<file path="src/rtl/hcs_pkg.sv">
// Shared types and constants for the hourly chime striker.
// No dependencies; used by every module under rtl/.
package hcs_pkg;

  // Operation codes on the input stream
  localparam logic [1:0] OP_TICK  = 2'd0;
  localparam logic [1:0] OP_CHECK = 2'd1;
  localparam logic [1:0] OP_RING  = 2'd2;

  // Register indexes (byte address = 4 * index)
  localparam logic [1:0] REG_SWING_PERIOD = 2'd0;
  localparam logic [1:0] REG_HAMMER_ON    = 2'd1;
  localparam logic [1:0] REG_FIRST_HOUR   = 2'd2;
  localparam logic [1:0] REG_LAST_HOUR    = 2'd3;

  // Register reset values
  localparam logic [15:0] SWING_PERIOD_RST = 16'd4000;
  localparam logic [15:0] HAMMER_ON_RST    = 16'd350;
  localparam logic [4:0]  FIRST_HOUR_RST   = 5'd8;
  localparam logic [4:0]  LAST_HOUR_RST    = 5'd22;

  // Clock-face constants
  localparam logic [5:0] HOURS_PER_FACE = 6'd12;
  localparam logic [5:0] LAST_MINUTE    = 6'd59;

  typedef struct packed {
    logic [15:0] swing_period_ms;
    logic [15:0] strike_hold_ms;
    logic [4:0]  first_hour;
    logic [4:0]  last_hour;
  } cfg_t;

  // Decoded request from one item
  typedef struct packed {
    logic       tick;
    logic       start;
    logic [7:0] count;
  } req_t;

  // Result of one item
  typedef struct packed {
    logic       rejected;
    logic [7:0] strikes_remaining;
    logic       busy_res;
    logic       hammer;
  } res_t;

endpackage

</file>
<file path="src/rtl/hcs_req_decode.sv">
// Turns one input item into a tick or a start request with a strike count.
// Depends on hcs_pkg.
module hcs_req_decode (
  input  logic [1:0]    operation,
  input  logic [4:0]    hour_now,
  input  logic [5:0]    minute_now,
  input  logic [7:0]    ring_count,
  input  hcs_pkg::cfg_t cfg,
  output hcs_pkg::req_t req
);

  logic       check;
  logic [5:0] hr;
  logic       in_window;
  logic [5:0] hr_mod;
  logic [5:0] strikes;

  always_comb begin
    check = 1'b0;
    hr    = 6'd0;
    if (minute_now == 6'd0) begin
      check = 1'b1;
      hr    = {1'b0, hour_now};
    end else if (minute_now == hcs_pkg::LAST_MINUTE) begin
      check = 1'b1;
      hr    = {1'b0, hour_now} + 6'd1;
    end
  end

  assign in_window = (hr >= {1'b0, cfg.first_hour}) && (hr <= {1'b0, cfg.last_hour});

  // hr is at most 32, so two conditional subtracts give the remainder
  always_comb begin
    if (hr >= (hcs_pkg::HOURS_PER_FACE << 1)) begin
      hr_mod = hr - (hcs_pkg::HOURS_PER_FACE << 1);
    end else if (hr >= hcs_pkg::HOURS_PER_FACE) begin
      hr_mod = hr - hcs_pkg::HOURS_PER_FACE;
    end else begin
      hr_mod = hr;
    end
  end

  assign strikes = (hr_mod == 6'd0) ? hcs_pkg::HOURS_PER_FACE : hr_mod;

  always_comb begin
    req = '0;
    case (operation)
      hcs_pkg::OP_TICK: begin
        req.tick = 1'b1;
      end
      hcs_pkg::OP_CHECK: begin
        req.start = check && in_window;
        req.count = {2'b00, strikes};
      end
      hcs_pkg::OP_RING: begin
        req.start = (ring_count != 8'd0);
        req.count = ring_count;
      end
      default: begin
        req = '0;
      end
    endcase
  end

endmodule

</file>
<file path="src/rtl/hcs_strike_engine.sv">
// Strike run state (strikes left, phase timer, hammer phase) and its update.
// Depends on hcs_pkg.
module hcs_strike_engine (
  input  logic          clk,
  input  logic          rst_n,
  input  logic          en,
  input  hcs_pkg::req_t req,
  input  hcs_pkg::cfg_t cfg,
  output hcs_pkg::res_t res,
  output logic [7:0]    strikes_left
);

  logic [7:0]  left_r,  left_nxt;
  logic [15:0] timer_r, timer_nxt;
  logic        phase_r, phase_nxt;
  logic        rej;
  logic        busy;
  logic [15:0] off_ms;
  logic [7:0]  left_dec;

  assign busy     = (left_r != 8'd0);
  assign off_ms   = (cfg.swing_period_ms > cfg.strike_hold_ms) ?
                    (cfg.swing_period_ms - cfg.strike_hold_ms) : 16'd0;
  assign left_dec = left_r - 8'd1;

  always_comb begin
    left_nxt  = left_r;
    timer_nxt = timer_r;
    phase_nxt = phase_r;
    rej       = 1'b0;
    if (req.tick) begin
      if (busy) begin
        if (timer_r > 16'd1) begin
          timer_nxt = timer_r - 16'd1;
        end else if (phase_r) begin
          phase_nxt = 1'b0;
          timer_nxt = off_ms;
        end else begin
          left_nxt = left_dec;
          if (left_dec != 8'd0) begin
            phase_nxt = 1'b1;
            timer_nxt = cfg.strike_hold_ms;
          end else begin
            timer_nxt = 16'd0;
          end
        end
      end
    end else if (req.start) begin
      if (busy) begin
        rej = 1'b1;
      end else begin
        left_nxt  = req.count;
        phase_nxt = 1'b1;
        timer_nxt = cfg.strike_hold_ms;
      end
    end
  end

  always_ff @(posedge clk) begin
    if (!rst_n) begin
      left_r  <= 8'd0;
      timer_r <= 16'd0;
      phase_r <= 1'b0;
    end else if (en) begin
      left_r  <= left_nxt;
      timer_r <= timer_nxt;
      phase_r <= phase_nxt;
    end
  end

  assign res.hammer            = phase_nxt;
  assign res.busy_res          = (left_nxt != 8'd0);
  assign res.strikes_remaining = left_nxt;
  assign res.rejected          = rej;
  assign strikes_left          = left_r;

endmodule

</file>
<file path="src/rtl/hourly_chime_striker_core.sv">
// Top level of the hourly chime striker: stream ports, APB registers,
// input stage and result register. Depends on hcs_pkg, hcs_req_decode,
// hcs_strike_engine.
//
// Usage:
//  - in_* stream: one item per transfer (tick, time check or ring now).
//    Every accepted item produces exactly one result on out_*.
//  - out_* stream: hammer level, busy flag, strikes left and reject flag
//    after that item. The hammer drive is out_tdata[0] of each result.
//  - cfg_* APB port: four registers at byte offsets 0, 4, 8, 12. Write
//    them only while no item is in flight.
// Path from input transfer to result valid: input register, then the
//   strike state update feeding the result register.
// Throughput: one item per cycle while out_tready is high; the whole state
//   update is one short compare/decrement path; back-to-back items never wait.
// Stall: while out_tready is low the result register holds; an empty input
//   register still takes one more item, then in_tready drops until the
//   result is taken.
// Reset (rst_n low, synchronous): registers return to 4000/350/8/22, the
//   strike run is cleared (hammer low, idle) and both stages empty.
module hourly_chime_striker_core (
  input  logic        clk,
  input  logic        rst_n,
  // in_tdata: operation[1:0], hour_now[6:2], minute_now[12:7],
  //           ring_count[20:13], zero[23:21]
  input  logic        in_tvalid,
  output logic        in_tready,
  input  logic [23:0] in_tdata,
  // out_tdata: hammer[0], busy_res[1], strikes_remaining[9:2],
  //            rejected[10], zero[15:11]
  output logic        out_tvalid,
  input  logic        out_tready,
  output logic [15:0] out_tdata,
  input  logic        cfg_psel,
  input  logic        cfg_penable,
  input  logic        cfg_pwrite,
  input  logic [3:0]  cfg_paddr,
  input  logic [31:0] cfg_pwdata,
  output logic [31:0] cfg_prdata,
  output logic        cfg_pready
);

  // Configuration registers
  hcs_pkg::cfg_t cfg_r;
  logic          cfg_wr;
  logic [1:0]    cfg_idx;

  assign cfg_pready = 1'b1;
  assign cfg_wr     = cfg_psel && cfg_penable && cfg_pwrite && cfg_pready;
  assign cfg_idx    = cfg_paddr[3:2];

  always_ff @(posedge clk) begin
    if (!rst_n) begin
      cfg_r.swing_period_ms <= hcs_pkg::SWING_PERIOD_RST;
      cfg_r.strike_hold_ms  <= hcs_pkg::HAMMER_ON_RST;
      cfg_r.first_hour      <= hcs_pkg::FIRST_HOUR_RST;
      cfg_r.last_hour       <= hcs_pkg::LAST_HOUR_RST;
    end else if (cfg_wr) begin
      case (cfg_idx)
        hcs_pkg::REG_SWING_PERIOD: cfg_r.swing_period_ms <= cfg_pwdata[15:0];
        hcs_pkg::REG_HAMMER_ON:    cfg_r.strike_hold_ms  <= cfg_pwdata[15:0];
        hcs_pkg::REG_FIRST_HOUR:   cfg_r.first_hour      <= cfg_pwdata[4:0];
        hcs_pkg::REG_LAST_HOUR:    cfg_r.last_hour       <= cfg_pwdata[4:0];
        default: begin
        end
      endcase
    end
  end

  always_comb begin
    case (cfg_idx)
      hcs_pkg::REG_SWING_PERIOD: cfg_prdata = {16'd0, cfg_r.swing_period_ms};
      hcs_pkg::REG_HAMMER_ON:    cfg_prdata = {16'd0, cfg_r.strike_hold_ms};
      hcs_pkg::REG_FIRST_HOUR:   cfg_prdata = {27'd0, cfg_r.first_hour};
      hcs_pkg::REG_LAST_HOUR:    cfg_prdata = {27'd0, cfg_r.last_hour};
      default:                   cfg_prdata = 32'd0;
    endcase
  end

  // Pipeline control: result register advances when empty or being taken
  logic        s1_valid_r;
  logic [20:0] s1_data_r;
  logic        out_valid_r;
  logic [10:0] out_data_r;
  logic        advance;

  assign advance   = !out_valid_r || out_tready;
  assign in_tready = !s1_valid_r || advance;

  always_ff @(posedge clk) begin
    if (!rst_n) begin
      s1_valid_r <= 1'b0;
    end else if (in_tready) begin
      s1_valid_r <= in_tvalid;
    end
  end

  always_ff @(posedge clk) begin
    if (in_tready && in_tvalid) begin
      s1_data_r <= in_tdata[20:0];
    end
  end

  // Decode and strike state update
  hcs_pkg::req_t req;
  hcs_pkg::res_t res;
  logic [7:0]    strikes_left;
  logic          step;

  assign step = s1_valid_r && advance;

  hcs_req_decode u_decode (
    .operation  (s1_data_r[1:0]),
    .hour_now   (s1_data_r[6:2]),
    .minute_now (s1_data_r[12:7]),
    .ring_count (s1_data_r[20:13]),
    .cfg        (cfg_r),
    .req        (req)
  );

  hcs_strike_engine u_engine (
    .clk          (clk),
    .rst_n        (rst_n),
    .en           (step),
    .req          (req),
    .cfg          (cfg_r),
    .res          (res),
    .strikes_left (strikes_left)
  );

  // Result register
  always_ff @(posedge clk) begin
    if (!rst_n) begin
      out_valid_r <= 1'b0;
    end else if (advance) begin
      out_valid_r <= s1_valid_r;
    end
  end

  always_ff @(posedge clk) begin
    if (step) begin
      out_data_r <= res;
    end
  end

  assign out_tvalid = out_valid_r;
  assign out_tdata  = {5'd0, out_data_r};

  // Assertions
  a_reject_only_busy: assert property (@(posedge clk) disable iff (!rst_n)
    out_tvalid && out_tdata[10] |-> out_tdata[1])
    else $error("reject reported while idle");

  a_hammer_only_busy: assert property (@(posedge clk) disable iff (!rst_n)
    out_tvalid && out_tdata[0] |-> out_tdata[1])
    else $error("hammer high outside a strike run");

  a_run_no_restart: assert property (@(posedge clk) disable iff (!rst_n)
    strikes_left != 8'd0 |=> strikes_left <= $past(strikes_left))
    else $error("strike count grew during a run");

  a_ready_when_free: assert property (@(posedge clk) disable iff (!rst_n)
    !out_tvalid |-> in_tready)
    else $error("input stalled with empty result register");

endmodule
</file>
<file path="config.mk">
export PLATFORM = sky130hd
export DESIGN_NAME = hourly_chime_striker_core
export DESIGN_NICKNAME = d
export VERILOG_FILES = /design/src/rtl/hcs_pkg.sv /design/src/rtl/hcs_req_decode.sv /design/src/rtl/hcs_strike_engine.sv /design/src/rtl/hourly_chime_striker_core.sv
export SDC_FILE = /design/constraint.sdc
export NUM_CORES = 1
export LEC_CHECK = 0
export BUFFER_PORTS_ARGS = -buffer_cell sky130_fd_sc_hd__buf_2
export CAP_MARGIN = 0
export CORE_MARGIN = 2
export CORE_UTILIZATION = 58
export CTS_BUF_LIST = sky130_fd_sc_hd__clkbuf_8
export CTS_CLUSTER_DIAMETER = 50
export DETAILED_ROUTE_END_ITERATION = 8
export PLACE_DENSITY = 0.82
export SYNTH_ARGS = -nofsm -noshare
export SYNTH_HDL_FRONTEND = slang
export SYNTH_SLANG_ARGS = --single-unit
export TNS_END_PERCENT = 30
</file>
<file path="constraint.sdc">
create_clock -name clk -period 4.7 [get_ports clk]
set_input_delay 0.94 -clock clk [delete_from_list [all_inputs] [get_ports clk]]
set_output_delay 0.94 -clock clk [all_outputs]
set_load 0.1 [all_outputs]
</file>
==> results of run 1 <==
## final cells by class
type / count / area [um2] / share of cell area, %
multi-input combinational: 584 / 3845 / 53.93
sequential: 101 / 2342 / 32.85
timing repair buffer: 77 / 392.9 / 5.511
inverter: 48 / 180.2 / 2.527
tap: 140 / 175.2 / 2.457
clock buffer: 10 / 137.6 / 1.931
clock inverter: 6 / 56.30 / 0.7898
## logic make-up (layout without fill, tap and decap cells)
family / count (synthesis) / after routing / share of synthesized area (%)
xor+xnor: 29 / 29 / 3.861
compound gates: 191 / 191 / 19.92
mux: 29 / 29 / 5.383
fa+ha+maj: 39 / 39 / 7.533
other cells: 2 / 22 / 0.1142
buf+inv: 102 / 141 / 7.133
simple gates: 274 / 274 / 20.45
flops: 101 / 101 / 35.61
## layer usage
metal / GRT usage, % / wire length, um
met1: 37.03 / 7244
met2: 40.86 / 7375
met3: 3.897 / 1243
met4: 7.000 / 229
met5: 0 / 0
## synth_stat cells (4+ instances only)
cell,instances,area share [%]
clkbuf_1,30,1.7
nand4_1,8,0.76
o31ai_1,4,0.46
and2_1,4,0.38
edfxtp_1,32,15
o21ai_0,29,2.2
inv_1,48,2.7
mux2i_1,23,3.5
a221oi_1,4,0.53
a2bb2oi_1,5,0.67
or4_1,7,0.80
buf_4,23,2.6
mux4_2,5,1.7
nor2b_1,11,1.0
a22oi_1,5,0.57
nand2b_1,4,0.38
nand3_1,26,2.0
ha_1,38,7.2
and4_1,5,0.67
nor3b_1,6,0.68
nor2_1,54,3.1
a31oi_1,7,0.67
nand2_1,103,5.9
dfxtp_1,69,21
nor4_1,5,0.48
a21oi_1,42,3.2
o21a_1,6,0.68
o211a_1,6,0.91
nor3_1,18,1.4
a211oi_1,10,1.1
a21o_1,10,1.1
o211ai_1,12,1.4
xor2_1,12,1.6
a21boi_0,22,2.5
a221o_1,4,0.61
xnor2_1,17,2.3
## stage by stage
stage	utilization (%)	total power [uW]
floorplan	-	1476
global placement	63.42	1554
detailed placement	63.42	1566
CTS	65.19	2118
global route	65.19	2205
finish	65.19	2124
## critical path, stage by stage (launching register included)
cell       delay (ns)
edfxtp_1         0.41
nor4_1           0.55
and2_1           0.30
a21o_1           0.27
ha_1             0.29
a21o_1           0.18
a31oi_1          0.16
o21ai_0          0.15
o2111a_1         0.16
a21oi_2          0.44
a211oi_1         0.10
a211oi_1         0.40
nor4bb_1         0.34
nand4bb_1        0.13
## sequential cells by signal (all words and copies together), names as in the netlist
name,flops
out_tvalid,1
u_engine.strikes_left,8
s1_data_r,21
s1_valid_r,1
u_engine.phase_r,1
u_engine.timer_r,16
out_data_r,11
cfg_r,42
## power by group through the flow
| stage | Sequential (uW) | Clock, uW | Combinational, uW |
|---|---|---|---|
| final | 973 | 567 | 583 |
| after global routing | 979 | 603 | 623 |
| after CTS | 972 | 568 | 578 |
| after detailed placement | 992 | 0 | 574 |
| after global placement | 990 | 0 | 564 |
| after floorplan | 1040 | 0 | 440 |
## worst max path at each step
stage                                      start                       to  slack [ns]  cells past startpoint
after CTS                 s1_data_r[8]$_DFFE_PP_  out_data_r[1]$_DFFE_PP_        0.61                     13
after detailed placement  s1_data_r[8]$_DFFE_PP_  out_data_r[1]$_DFFE_PP_        0.63                     13
after global routing      s1_data_r[8]$_DFFE_PP_  out_data_r[1]$_DFFE_PP_        0.26                     13
final                     s1_data_r[8]$_DFFE_PP_  out_data_r[1]$_DFFE_PP_        0.55                     13
after global placement    s1_data_r[8]$_DFFE_PP_  out_data_r[1]$_DFFE_PP_        0.72                     13
after floorplan                     cfg_paddr[2]           cfg_prdata[10]        0.61                      4
==> results.sh, run 1 <==
export IMPL_layout_commonest_cell="nand2_1"
export IMPL_grt_pass1_vias=5399
export IMPL_n_fill_cell=936
export IMPL_root_buffer="clkbuf_8"
export IMPL_peakVddDrop_mv=0.1940
export IMPL_drv_slew=0
export IMPL_final_cell_mix="103 x nand2_1, 74 x buf_2, 69 x dfxtp_1"
export IMPL_synth_main_ff_cell="dfxtp_1"
export IMPL_cts_clk_slew_worst_paths_ns=0.11
export IMPL_htreeDepth=3
export IMPL_arrival_ns=4.26
export IMPL_tightest_slew_ns=1.226
export IMPL_holdCritStartpoint="u_engine.timer_r[13]$_SDFFE_PN0P_"
export IMPL_die_x_um=110.5
export IMPL_fp_row_count=38
export IMPL_drt_total_wl_um=16090
export IMPL_crit_fanout=10
export IMPL_port_buffers=74
export IMPL_drv_cap=0
export IMPL_grt_max_degree=71
export IMPL_switching_share_pct=35.89
export IMPL_hold_buffers=0
export IMPL_worst_slack_ns=0.5534
export IMPL_post_route_period_util_pct=88.23
export IMPL_io_pins=118
export IMPL_worst_setup_path_end_kind="flip-flop"
export IMPL_start_util_pct=60.15
export IMPL_hold_class="flip-flop to flip-flop"
export IMPL_final_area_um2=7129
export IMPL_first_pass_iters=5
export IMPL_yosys_warnings=0
export IMPL_layout_drive_gt1_share_pct=12.83
export IMPL_max_slew_margin_pct=18.20
export IMPL_worstPathRequired_ns=4.81
export IMPL_status="finished clean"
export IMPL_dpl_hpwl_um=11930
export IMPL_finalCriticalPeriod_ns=4.147
export IMPL_cellPowerDensity_nw_per_um2=297.9
export IMPL_seqPwrFrac_pct=45.8
export IMPL_synthCells=767
export IMPL_clkSinkCount=101
export IMPL_antenna_found_initial=0
export IMPL_p_leak_uw=0.003049
export IMPL_worst_r2r_cell_count=13
export IMPL_drt_iter0_drc=417
export IMPL_r2r_start="s1_data_r[8]$_DFFE_PP_"
export IMPL_die_y_um=110.5
export IMPL_dpl_worst_slack_ns=0.6294
export IMPL_syn2layout_area_growth_pct=8.389
export IMPL_clockBufferDepth=2
export IMPL_path_class="flip-flop to flip-flop"
export IMPL_drc=0
export IMPL_grt_setup_unrepaired="false"
export IMPL_clock_latency_ns=0.37
export IMPL_ys_seq_elements=101
export IMPL_nets=927
export IMPL_internal_power_uw=1362
export IMPL_gr_total_overflow=0
export IMPL_synth_distinct_cells=71
export IMPL_numCtsBuffers=9
export IMPL_syn_area_per_cell_um2=8.576
export IMPL_vias=5892
export IMPL_power_net_switching_uw=762.2
export IMPL_die_area_um2=12210
export IMPL_cts_setup_buffers=0
export IMPL_clock_power_share_pct=26.7
export IMPL_fmax_mhz=241.2
export IMPL_grt_first_pass_wirelength_um=26270
export IMPL_async_flop_share_pct=0
export IMPL_core_area_um2=10940
export IMPL_instances_no_fill=966
export IMPL_skew_ns=0.01861
export IMPL_drt_antenna_violating_nets=0
export IMPL_dpl_instance_area_um2=6935
export IMPL_synthesis_area_um2=6578
export IMPL_track_usage_pct=25.81
export IMPL_tritoncts="yes"
export IMPL_reg2reg_setup_slack_ns=0.55
export IMPL_hold_depth=2
export IMPL_viasPerCell=6.099
export IMPL_fin_setup_tns_ns=0
export IMPL_pwr_share_comb_pct=27.5
export IMPL_hold_slack_ns=0.4838
export IMPL_post_cts_resized=0
export IMPL_dp_cells=950
export IMPL_setup_violations=0
export IMPL_cp_start_kind="flip-flop"
export IMPL_min_to="u_engine.timer_r[13]$_SDFFE_PN0P_"
export IMPL_gp_congestion=0.9210
export IMPL_diodes=0
export IMPL_timing_rr_end="out_data_r[1]$_DFFE_PP_"
export IMPL_finalHoldViolCount=0
export IMPL_synth_seq_area_share_pct=35.61
export IMPL_synth_edf_count=32
export IMPL_avgRoutedWirePerCell_um=16.66
(Power assumes the default switching activity.)
==> inputs of run 2 (changes only) <==
--- a/config.mk
+++ b/config.mk
@@ -8,12 +8,13 @@
 export BUFFER_PORTS_ARGS = -buffer_cell sky130_fd_sc_hd__buf_2
 export CAP_MARGIN = 0
 export CORE_MARGIN = 2
-export CORE_UTILIZATION = 58
+export CORE_UTILIZATION = 59
 export CTS_BUF_LIST = sky130_fd_sc_hd__clkbuf_8
 export CTS_CLUSTER_DIAMETER = 50
 export DETAILED_ROUTE_END_ITERATION = 8
-export PLACE_DENSITY = 0.82
+export PLACE_DENSITY = 0.83
 export SYNTH_ARGS = -nofsm -noshare
 export SYNTH_HDL_FRONTEND = slang
+export SYNTH_HIERARCHICAL = 1
 export SYNTH_SLANG_ARGS = --single-unit
 export TNS_END_PERCENT = 30
==> results.sh, run 2 <==
export IMPL_die_x_um=112.3
export IMPL_dpl_hpwl_um=12850
export IMPL_fmax_mhz=224.2
export IMPL_cellPowerDensity_nw_per_um2=279.5
export IMPL_synth_main_ff_cell="dfxtp_1"
export IMPL_skew_ns=0.01310
export IMPL_drt_antenna_violating_nets=0
export IMPL_cts_clk_slew_worst_paths_ns=0.10
export IMPL_first_pass_iters=5
export IMPL_port_buffers=74
export IMPL_nets=940
export IMPL_r2r_start="s1_data_r[7]$_DFFE_PP_"
export IMPL_avgRoutedWirePerCell_um=17.47
export IMPL_core_area_um2=11420
export IMPL_p_leak_uw=0.003191
export IMPL_start_util_pct=60.57
export IMPL_htreeDepth=3
export IMPL_die_area_um2=12610
export IMPL_max_slew_margin_pct=40.47
export IMPL_fin_setup_tns_ns=0
export IMPL_die_y_um=112.3
export IMPL_gr_total_overflow=0
export IMPL_cp_start_kind="flip-flop"
export IMPL_finalHoldViolCount=0
export IMPL_async_flop_share_pct=0
export IMPL_fp_row_count=39
export IMPL_syn_area_per_cell_um2=8.983
export IMPL_grt_first_pass_wirelength_um=28120
export IMPL_dpl_worst_slack_ns=0.02025
export IMPL_grt_max_degree=43
export IMPL_tritoncts="yes"
export IMPL_clkSinkCount=101
export IMPL_hold_class="flip-flop to flip-flop"
export IMPL_clockBufferDepth=2
export IMPL_yosys_warnings=6
export IMPL_synthCells=770
export IMPL_reg_top3="cfg_r x42, s1_data_r x21, u_engine/timer_r x16"
export IMPL_syn2layout_area_growth_pct=8.774
export IMPL_ys_seq_elements=101
export IMPL_post_route_period_util_pct=94.89
export IMPL_viasPerCell=6.228
export IMPL_largest_reg_flops=42
export IMPL_layout_drive_gt1_share_pct=16.21
export IMPL_path_class="flip-flop to flip-flop"
export IMPL_yosys_area_top_type="dfxtp_1"
export IMPL_drv_slew=0
export IMPL_hold_slack_ns=0.4875
export IMPL_drc=0
export IMPL_clock_latency_ns=0.38
export IMPL_worst_setup_path_end_kind="flip-flop"
export IMPL_worst_slack_ns=0.2402
export IMPL_synth_edf_count=32
export IMPL_root_buffer="clkbuf_8"
export IMPL_diodes=0
export IMPL_io_pins=118
export IMPL_finalCriticalPeriod_ns=4.460
export IMPL_vias=6116
export IMPL_synthTopCellsByCount="72 x nand2_1, 69 x dfxtp_1, 57 x mux2i_1"
export IMPL_crit_fanout=8
export IMPL_grt_pass1_vias=5823
export IMPL_layout_commonest_cell="buf_2"
export IMPL_yosys_top_cells_area="dfxtp_1 20%, edfxtp_1 14%, mux2i_1 8.2%"
export IMPL_final_cell_mix="74 x buf_2, 72 x nand2_1, 69 x dfxtp_1"
export IMPL_crit_start="s1_data_r[7]$_DFFE_PP_"
export IMPL_numCtsBuffers=9
export IMPL_worstPathRequired_ns=4.81
export IMPL_track_usage_pct=27.23
export IMPL_gp_congestion=0.9346
export IMPL_tightest_slew_ns=0.8929
export IMPL_synth_seq_area_share_pct=33.86
export IMPL_drt_iter0_drc=570
export IMPL_setup_violations=0
export IMPL_drv_cap=0
export IMPL_arrival_ns=4.57
export IMPL_synth_most_common_cell="nand2_1"
export IMPL_synth_top_cell_area_share_pct=19.97
export IMPL_status="finished clean"
export IMPL_synthesis_area_um2=6917
export IMPL_synth_distinct_cells=78
export IMPL_peakVddDrop_mv=0.1821
export IMPL_drt_total_wl_um=17150
export IMPL_largest_register="cfg_r"
export IMPL_antenna_found_initial=0
export IMPL_holdCritStartpoint="cfg_r[9]$_SDFFE_PN0P_"
-- run 2: cell types whose count changed after synthesis, sizes merged, moves of 6 or more --
cell	delta
nand2	-31
nor2b	+16
nor2	-6
mux2i	+34
nand2b	+8
a221oi	+7
clkbuf	-9
nand3	-13
or3	+6
buf	+11
o31ai	+9
a21boi	-17
a21oi	-7
nor4	+7
-- run 2: where the power goes --
group          leakage [uW]  internal (uW)  switching (uW)  total (uW)
clock             0.0000974            212             326         539
sequential         0.000869            937            29.8         966
combinational       0.00222            163             434         597
-- run 2: cell families (layout without fill, tap and decap cells) --
group / count (synthesis) / after routing / share of synthesized area (%)
simple gates: 252 / 252 / 18.76
compound gates: 180 / 180 / 19.10
buf+inv: 108 / 157 / 7.742
flops: 101 / 101 / 33.86
mux: 63 / 63 / 10.09
fa+ha+maj: 39 / 39 / 7.164
xor+xnor: 25 / 25 / 3.166
other cells: 2 / 22 / 0.1086
-- run 2: per-layer routing --
metal	vias to the layer above	routed length, um	global-route usage [%]
met5	-	0	0
met3	30	1313	4.212
met2	266	7989	43.21
met4	0	347	9.756
met1	2918	7500	38.04
li1	2902	-	-
-- run 2: worst paths after layout --
| check | end | slack, ns | cells after the start |
|---|---|---|---|
| worst max-delay path | out_data_r[1]$_DFFE_PP_ | 0.24 | 18 |
| worst min-delay path | cfg_r[9]$_SDFFE_PN0P_ | 0.49 | 2 |
| worst max register to register | out_data_r[1]$_DFFE_PP_ | 0.24 | 18 |
| worst min register to register | cfg_r[9]$_SDFFE_PN0P_ | 0.49 | 2 |
-- run 2: stage by stage --
step	total power (uW)	area [um2]	utilization, %	instances
2_1_floorplan	1478	6992	-	790
3_3_place_gp	1556	7306	63.98	964
3_5_place_dp	1569	7306	63.98	964
4_1_cts	2098	7490	65.59	980
5_1_grt	2191	7523	65.89	982
6_report	2103	7523	65.89	982
-- run 2: critical path, cell delays in order (launching register included) --
cell	delay (ns)
edfxtp_1	0.43
or4_4	0.57
nor3_4	0.19
a22o_1	0.22
ha_1	0.25
nor2b_1	0.13
o21a_1	0.16
o21a_1	0.16
o21a_1	0.18
o22ai_1	0.21
o2111ai_1	0.19
a21boi_1	0.24
nand2b_1	0.14
nor4_2	0.22
buf_4	0.22
a32oi_1	0.07
o31a_1	0.17
nor4_1	0.32
nand4_1	0.12
-- run 2: area by class of cell --
type | instances | area, um2
repair buffers | 89 | 483.0
clock inverters | 6 | 45.04
clock buffers | 10 | 137.6
inverters | 52 | 195.2
fillers | 921 | 3895
well taps | 143 | 178.9
multi-input cells | 581 | 4141
flip-flops and latches | 101 | 2342
-- run 2: what timing repair did --
action                                  4_1_cts  5_1_grt
hold buffers                                  0        0
buffers inserted                              0        2
gates resized for setup                       1        4
pin swaps                                     0        2
gates cloned                                  0        0
endpoints found under the setup margin        1        8
endpoints found under the hold margin         0        0
